===== config.mk =====
export PLATFORM = sky130hd
export DESIGN_NAME = sms_controller
export DESIGN_NICKNAME = d
export VERILOG_FILES = /design/src/rtl/sms_pkg.sv /design/src/rtl/sms_controller.sv
export SDC_FILE = /design/constraint.sdc
export NUM_CORES = 1
export LEC_CHECK = 0
export BUFFER_PORTS_ARGS = -buffer_cell sky130_fd_sc_hd__buf_2
export CAP_MARGIN = 10
export CORE_AREA = 2 2 39 41
export CTS_BUF_LIST = sky130_fd_sc_hd__clkbuf_8
export DETAILED_ROUTE_END_ITERATION = 6
export DIE_AREA = 0 0 41 43
export HOLD_SLACK_MARGIN = 0.05
export PLACE_DENSITY_LB_ADDON = 0.05
export SLEW_MARGIN = 10
export SYNTH_ARGS = -nofsm -noshare
export SYNTH_HDL_FRONTEND = slang
export SYNTH_SLANG_ARGS = --single-unit

===== constraint.sdc =====
create_clock -name clk -period 2.8 [get_ports clk]
set_clock_uncertainty 0.2 [all_clocks]
set_input_delay 0.14 -clock clk [delete_from_list [all_inputs] [get_ports clk]]
set_output_delay 0.14 -clock clk [all_outputs]
set_load 0.02 [all_outputs]

===== src/rtl/sms_pkg.sv =====
// Shared constants, types and state encoding for the stable merge sorter.
package sms_pkg;

	localparam int DEPTH  = 64;
	localparam int WORD_W = 32;
	localparam int ADDR_W = (DEPTH > 1) ? $clog2(DEPTH) : 1;
	localparam int CNT_W  = $clog2(DEPTH + 1);
	// pointers reach lo + 2*width, which stays below 3*DEPTH
	localparam int PTR_W  = CNT_W + 1;

	localparam logic [CNT_W-1:0] DEPTH_C = CNT_W'(DEPTH);

	typedef enum logic [3:0] {
		ST_LOAD,
		ST_PASS_CHK,
		ST_RUN_INIT,
		ST_MERGE_RD,
		ST_MERGE_WR,
		ST_RUN_CHK,
		ST_OUT_RD,
		ST_OUT_LOAD,
		ST_EMIT
	} sms_state_t;

	typedef struct packed {
		logic load_en;
		logic sort_init;
		logic pass_start;
		logic run_init;
		logic merge_wr;
		logic pass_next;
		logic out_init;
		logic out_rd;
		logic out_load;
		logic batch_done;
	} sms_cmd_t;

	typedef struct packed {
		logic width_ge_n;
		logic lo_ge_n;
		logic run_last;
		logic out_last;
	} sms_status_t;

endpackage


===== src/rtl/sms_controller.sv =====
// Controller: sequences load, merge passes and result emission.
module sms_controller (
	input  logic                  clk,
	input  logic                  arst_n,
	input  logic                  in_valid,
	input  logic                  last,
	output logic                  in_ready,
	output logic                  out_valid,
	input  logic                  out_ready,
	input  sms_pkg::sms_status_t  status,
	output sms_pkg::sms_cmd_t     cmd
);
	import sms_pkg::*;

	sms_state_t state_q, state_next;

	// state register
	always_ff @(posedge clk or negedge arst_n) begin
		if (!arst_n) begin
			state_q <= ST_LOAD;
		end else begin
			state_q <= state_next;
		end
	end

	// next state
	always_comb begin
		state_next = state_q;
		unique case (state_q)
			ST_LOAD: begin
				if (in_valid && last) begin
					state_next = ST_PASS_CHK;
				end
			end
			ST_PASS_CHK: begin
				state_next = status.width_ge_n ? ST_OUT_RD : ST_RUN_INIT;
			end
			ST_RUN_INIT: begin
				state_next = ST_MERGE_RD;
			end
			ST_MERGE_RD: begin
				state_next = ST_MERGE_WR;
			end
			ST_MERGE_WR: begin
				state_next = status.run_last ? ST_RUN_CHK : ST_MERGE_RD;
			end
			ST_RUN_CHK: begin
				state_next = status.lo_ge_n ? ST_PASS_CHK : ST_RUN_INIT;
			end
			ST_OUT_RD: begin
				state_next = ST_OUT_LOAD;
			end
			ST_OUT_LOAD: begin
				state_next = ST_EMIT;
			end
			ST_EMIT: begin
				if (out_ready) begin
					state_next = status.out_last ? ST_LOAD : ST_OUT_RD;
				end
			end
			default: begin
				state_next = ST_LOAD;
			end
		endcase
	end

	// commands and handshake outputs
	always_comb begin
		cmd       = '0;
		in_ready  = 1'b0;
		out_valid = 1'b0;
		unique case (state_q)
			ST_LOAD: begin
				in_ready      = 1'b1;
				cmd.load_en   = in_valid;
				cmd.sort_init = in_valid && last;
			end
			ST_PASS_CHK: begin
				cmd.out_init   = status.width_ge_n;
				cmd.pass_start = !status.width_ge_n;
			end
			ST_RUN_INIT: begin
				cmd.run_init = 1'b1;
			end
			ST_MERGE_RD: begin
			end
			ST_MERGE_WR: begin
				cmd.merge_wr = 1'b1;
			end
			ST_RUN_CHK: begin
				cmd.pass_next = status.lo_ge_n;
			end
			ST_OUT_RD: begin
				cmd.out_rd = 1'b1;
			end
			ST_OUT_LOAD: begin
				cmd.out_load = 1'b1;
			end
			ST_EMIT: begin
				out_valid      = 1'b1;
				cmd.batch_done = out_ready && status.out_last;
			end
			default: begin
			end
		endcase
	end

	// input and output sides are never open together
	a_one_side: assert property (@(posedge clk) disable iff (!arst_n)
		!(in_ready && out_valid))
		else $error("input and output open at once");

	// a closing transfer starts the sort
	a_close_sorts: assert property (@(posedge clk) disable iff (!arst_n)
		(in_valid && in_ready && last) |=> (state_q == ST_PASS_CHK))
		else $error("batch close did not start sort");

	// the final result transfer returns to loading
	a_done_loads: assert property (@(posedge clk) disable iff (!arst_n)
		cmd.batch_done |=> in_ready)
		else $error("no return to loading after batch");

endmodule


==> results of run 1 <==
-- power breakdown --
part | leakage [uW] | total (uW) | switching [uW] | internal, uW
clock | 0.0000216 | 118 | 26.5 | 91.3
combinational | 0.000224 | 272 | 139 | 133
sequential | 0.0000522 | 146 | 68.4 | 77.6
-- per-stage QoR --
| stage | cell area [um^2] | hold slack, ns | utilization, % | total power, uW |
|---|---|---|---|---|
| floorplan | 398 | -0.356 | - | 362 |
| global placement | 492 | -0.251 | 35.5 | 422 |
| detailed placement | 492 | -0.251 | 35.5 | 421 |
| CTS | 553 | 0.0586 | 40.0 | 545 |
| global route | 553 | 0.0630 | 40.0 | 584 |
| finish | 553 | 0.0617 | 40.0 | 536 |
-- worst max-delay path: cells and delay by family (launching register included) --
family	cells	cell delay, ns
buf+inv	1	0.16
flops	1	0.51
simple gates	3	0.67
-- layer usage --
| layer | up-vias | part of all wire, % | GRT usage, % |
|---|---|---|---|
| li1 | 222 | - | - |
| met1 | 185 | 49 | 16.2 |
| met2 | 12 | 44 | 16.6 |
| met3 | 0 | 6.7 | 1.57 |
| met4 | 0 | 0 | 6.00 |
| met5 | - | 0 | 0 |
-- layout by cell type, fill, tap and decap left out --
cell,instances
o21a_1,3
dlygate4sd3_1,2
a2bb2oi_1,1
or4b_1,1
nor4_4,1
and3_1,5
clkbuf_8,3
nor3_1,3
or3_1,1
o21ai_0,2
inv_1,2
nor2b_1,2
nand4bb_1,1
nand2b_1,2
a21o_1,1
and2_1,1
buf_2,20
or2b_1,1
or4_4,1
nand2_1,4
a22oi_2,1
a21oi_1,4
nor2_1,6
dfrtp_1,4
-- final timing paths --
path / startpoint / to / slack, ns / depth (start not counted)
max: state_q[2]$_DFFE_PN0P_ / cmd[0] / 0.91 / 4
min: arst_n / state_q[0]$_DFFE_PN0P_ / 0.06 / 2
max reg2reg: state_q[0]$_DFFE_PN0P_ / state_q[2]$_DFFE_PN0P_ / 1.15 / 3
min reg2reg: state_q[3]$_DFFE_PN0P_ / state_q[0]$_DFFE_PN0P_ / 0.53 / 1
max in group asynchronous: arst_n / state_q[1]$_DFFE_PN0P_ / 2.22 / 2
min in group clk: last / state_q[1]$_DFFE_PN0P_ / 0.14 / 4
-- cell type report --
class / count / area (um^2)
Tap cell: 16 / 20.0
Sequential cell: 4 / 100
Inverter: 2 / 7.51
Clock buffer: 3 / 41.3
Fill cell: 152 / 831
Multi-Input combinational cell: 41 / 264
Timing Repair Buffer: 22 / 120
-- kinds of logic (layout without fill, tap and decap cells) --
| family | after synthesis | after routing | synth area share [%] |
|---|---|---|---|
| compound gates | 12 | 12 | 20.4 |
| simple gates | 29 | 29 | 45.9 |
| buf+inv | 6 | 27 | 8.49 |
| flops | 4 | 4 | 25.2 |
-- repair_timing --
item,in CTS,in global routing
setup endpoints to repair,0,0
endpoints found under the hold margin,5,0
hold buffers,2,0
==> flow_summary_export.csv, run 1 <==
group,metric,value,unit
status,run_status,"completed",
yosys,synth_seq_cells,4,
yosys,ys.flop_type,"dfrtp_1",
yosys,avgSynthCellArea,7.80,um^2
yosys,synth_area,398,um^2
grt,gr-total-overflow,0,
setup_path,end_kind,"output port",
clock_tree,cts.sink_count,4,
clock_tree,clk_path_buf_depth,2,
final_layout,largest_reg_flops,4,
sta,fin_crit_sh,67.4,%
route,vias_per_cell,4.76,
place,gp_congestion,0.666,
floorplanning,start_util,28.8,%
floorplanning,die_h,43,um
sta,fmax,530,MHz
yosys,ys_seq_area_share,25.2,%
floorplanning,rows,14,
final_layout,layoutNonFillerInstCount,88,
sta,maxSlewViolCount,0,
sta,rsz0062_at_grt,"no",
yosys,synth_edf_count,0,
floorplanning,core,1380,um^2
power,pwr_density_cell,969,nW/um^2
route,drt_iter0_markers,0,
final_layout,syn2layout_area_growth,39.0,%
grt,antenna_found_initial,0,
clock_tree,clk_latency,0.21,ns
place,detailedPlacementHpwl,718,um
setup_path,required,2.46,ns
place,dp_cells,83,
sta,hold_viol,0,
setup_path,cp-start-kind,"register",
clock_tree,cts_tree,"built",
worst_hold_path,hp-class,"input port to asynchronous set/reset pin",
yosys,synth_area_leaders,"dfrtp_1 25%, and3_1 7.9%, nor2_1 5.7%",
yosys,synth_cell_types,23,
floorplanning,die_x,41,um
sta,fin_ws,0.911,ns
grt,grt_pass1_vias,344,
grt,grt_pass1_wl,1.43,mm
yosys,yosysWarningCount,0,
route,drcViolationCount,0,
power,p_leak,0.000298,uW
yosys,synthCells,51,
sta,min_period,1.89,ns
route,wl_per_cell,10.8,um
yosys,syn_nets,60,
route,routed_wl,951,um
sta,tns,0,ns
floorplanning,io_pins,21,
setup_path,crit_arrival,1.55,ns
sta,setup_viol,0,
route,vias,419,
place,dpl_worst_slack,1.14,ns
final_layout,nets,83,
clock_tree,cts_max_level,1,
place,io_buffer_count,20,
yosys,yosysTopAreaCell,"dfrtp_1",
floorplanning,fp.dieArea,1760,um^2
route,first_pass_iters,1,
clock_tree,cts.clk_slew.worst_paths,0.03,ns
clock_tree,numCtsBuffers,3,
setup_path,slowest_stage,"dfrtp_1",
run,drv_cap,0,
power,vdd_drop_max,0.000472,V
yosys,yosysMostFrequentCell,"nor2_1",
final_layout,regMostFlops,"state_q",
grt,grt_max_degree,15,
clock_tree,cts_resized,0,
clock_tree,cts-root-buf,"clkbuf_8",
sta,relSlewSlack,72.0,%
final_layout,antennaDiodeCount,0,
sta,worst-slew-pin-transition,0.419,ns
final_layout,drive_gt1_share,36.1,%
setup_path,max_stage_delay,0.51,ns
setup_path,crit_chain,"nand2b_1 > nor3_1 > and3_1 > buf_2",
yosys,synthArstFlopShare,100,%
yosys,synth_top_area_share,25.2,%
final_layout,top_regs,"state_q: 4 flops",
route,ant_nets,0,
setup_path,critPathMaxFanout,13,
yosys,synthTopCellsByCount,"6 x nor2_1, 5 x and3_1, 4 x a21oi_1, 4 x dfrtp_1, 4 x nand2_1",
setup_path,crit_type,"register to output port",
grt,grt.total_usage,11.6,%
clock_tree,postCtsSetupBuffers,0,
(Power assumes the default switching activity.)
==> run 2: changes to the inputs <==
clock period = 1.6 ns   (was 2.8 ns; I/O delays follow)
==> run 2 against run 1 <==
The run now ends with negative setup slack left. Core utilization rose by 16 points. Critical path depth unchanged. Via count up 17%. Worst hold slack improved by 0.024 ns. Critical path type unchanged.
==> flow_summary_export.csv, run 2 (synthesis gave the netlist of run 1 again) <==
group,metric,value,unit
clock_tree,clk_path_buf_depth,2,
route,drcViolationCount,0,
floorplanning,io_pins,21,
clock_tree,cts_max_level,1,
setup_path,timing.rr.start,"state_q[0]$_DFFE_PN0P_",
grt,grt_pass1_vias,406,
final_layout,postLayoutCellArea,771,um^2
setup_path,end_kind,"output port",
status,violations,"negative setup slack",
final_layout,mostFrequentLayoutCells,"16 x buf_4, 11 x buf_2, 6 x nor2_1, 6 x buf_6",
clock_tree,clk_latency,0.21,ns
floorplanning,fp.dieArea,1760,um^2
sta,worst-slew-pin-transition,0.281,ns
sta,rsz0062_at_grt,"yes",
floorplanning,die_h,43,um
setup_path,crit_path_end,"cmd[0]",
floorplanning,core,1380,um^2
grt,grt_max_degree,9,
route,vias_per_cell,4.82,
floorplanning,start_util,28.8,%
setup_path,cp-startpoint,"state_q[2]$_DFFE_PN0P_",
grt,grt_pass1_wl,1.69,mm
setup_path,crit_arrival,1.37,ns
final_layout,drive_gt1_share,61.6,%
power,p_leak,0.000385,uW
sta,fin_crit_sh,103,%
final_layout,antennaDiodeCount,0,
final_layout,layoutNonFillerInstCount,102,
place,dp_cells,89,
final_layout,largest_reg_flops,4,
final_layout,regMostFlops,"state_q",
final_layout,top_regs,"state_q: 4 flops",
setup_path,crit_type,"register to output port",
floorplanning,rows,14,
sta,tns,-0.0712,ns
route,drt_iter0_markers,2,
setup_path,cp-start-kind,"register",
status,run_status,"finished, violations left",
setup_path,critPathMaxFanout,6,
route,wl_per_cell,12.5,um
floorplanning,die_x,41,um
setup_path,reg2reg_slack,0.05,ns
clock_tree,cts.sink_count,4,
place,gp_congestion,0.713,
final_layout,syn2layout_area_growth,93.7,%
final_layout,nets,97,
route,first_pass_iters,2,
route,ant_nets,0,
sta,hold_viol,0,
place,io_buffer_count,20,
route,vias,492,
setup_path,reg2regPathDepth,3,
clock_tree,cts-root-buf,"clkbuf_8",
setup_path,r2r-end,"state_q[2]$_DFFE_PN0P_",
place,detailedPlacementHpwl,799,um
worst_hold_path,hp-class,"input port to register",
sta,maxSlewViolCount,0,
grt,antenna_found_initial,0,
grt,gr-total-overflow,0,
sta,fmax,606,MHz
sta,setup_viol,4,
power,finalPower,1240,uW
clock_tree,cts.clk_slew.worst_paths,0.03,ns
setup_path,required,1.32,ns
grt,grt.total_usage,14.5,%
sta,relSlewSlack,81.1,%
run,drv_cap,0,
clock_tree,cts_tree,"built",
power,pwr_density_cell,1610,nW/um^2
clock_tree,numCtsBuffers,3,
route,routed_wl,1.27,mm
power,vdd_drop_max,0.000950,V
final_layout,layout_commonest_cell,"buf_4",
sta,min_period,1.65,ns
place,place_area,547,um^2
sta,fin_ws,-0.0494,ns
run 2: cell types whose count changed in the layout (fill, tap and decap cells not counted), moves of 2 or more:
| cell | previous run | this run |
|---|---|---|
| buf_4 | 0 | 16 |
| buf_2 | 20 | 11 |
| buf_6 | 0 | 6 |
| dfrtp_1 | 4 | 0 |
| dfrtp_2 | 0 | 4 |
| nor3_1 | 3 | 0 |
| and3_1 | 5 | 3 |
| and3_4 | 0 | 2 |
| nand2b_1 | 2 | 0 |
| nand2b_4 | 0 | 2 |
| nor2b_1 | 2 | 0 |
| nor3_2 | 0 | 2 |
run 2: stage by stage:
stage	setup WS, ns	util, %	hold WS (ns)
after detailed placement	0.0346	39.5	-0.313
final	-0.0494	55.7	0.0858
after global placement	0.0147	39.5	-0.312
after CTS	-0.0248	47.9	0.0820
after global routing	-0.0936	55.7	0.117
after floorplan	-0.0108	-	-0.416
run 2: cell type report:
class                      count  area, um^2
multi-input combinational     41         324
clock buffer                   3        41.3
fill                         139         613
tap                           16        20.0
inverter                       2        7.51
timing repair buffer          36         273
sequential                     4         105
run 2: critical path, stage by stage, from the launching register on:
cell,delay [ns]
dfrtp_2,0.45
nand2b_4,0.17
nor3_4,0.20
and3_4,0.22
buf_6,0.11
run 2: what timing repair did:
action	CTS	global route
setup endpoints to repair	9	12
hold buffers	3	0
setup buffers	1	6
gates resized for setup	13	16
pin swaps	1	3
endpoints found under the hold margin	5	0
run 2: worst min path at each step:
stage	slack, ns	to	cells past startpoint	startpoint
2_1_floorplan	-0.42	state_q[0]$_DFFE_PN0P_	0	arst_n
3_3_place_gp	-0.31	state_q[3]$_DFFE_PN0P_	1	arst_n
6_report	0.09	state_q[1]$_DFFE_PN0P_	4	last
4_1_cts	0.08	state_q[2]$_DFFE_PN0P_	4	last
3_5_place_dp	-0.31	state_q[1]$_DFFE_PN0P_	1	arst_n
5_1_grt	0.12	state_q[1]$_DFFE_PN0P_	4	last
run 2: power by group:
part | switching [uW] | internal [uW]
combinational | 388 | 434
clock | 47.3 | 160
sequential | 65.8 | 144
total | 501 | 738
run 2: routing by layer:
layer	wire length (um)	GRT usage (%)	share of wire (%)	vias up
met5	0	0	0	-
met4	0	10.0	0	0
met3	57	3.14	4.5	0
met2	641	20.0	50	14
met1	571	19.3	45	230
li1	-	-	-	248
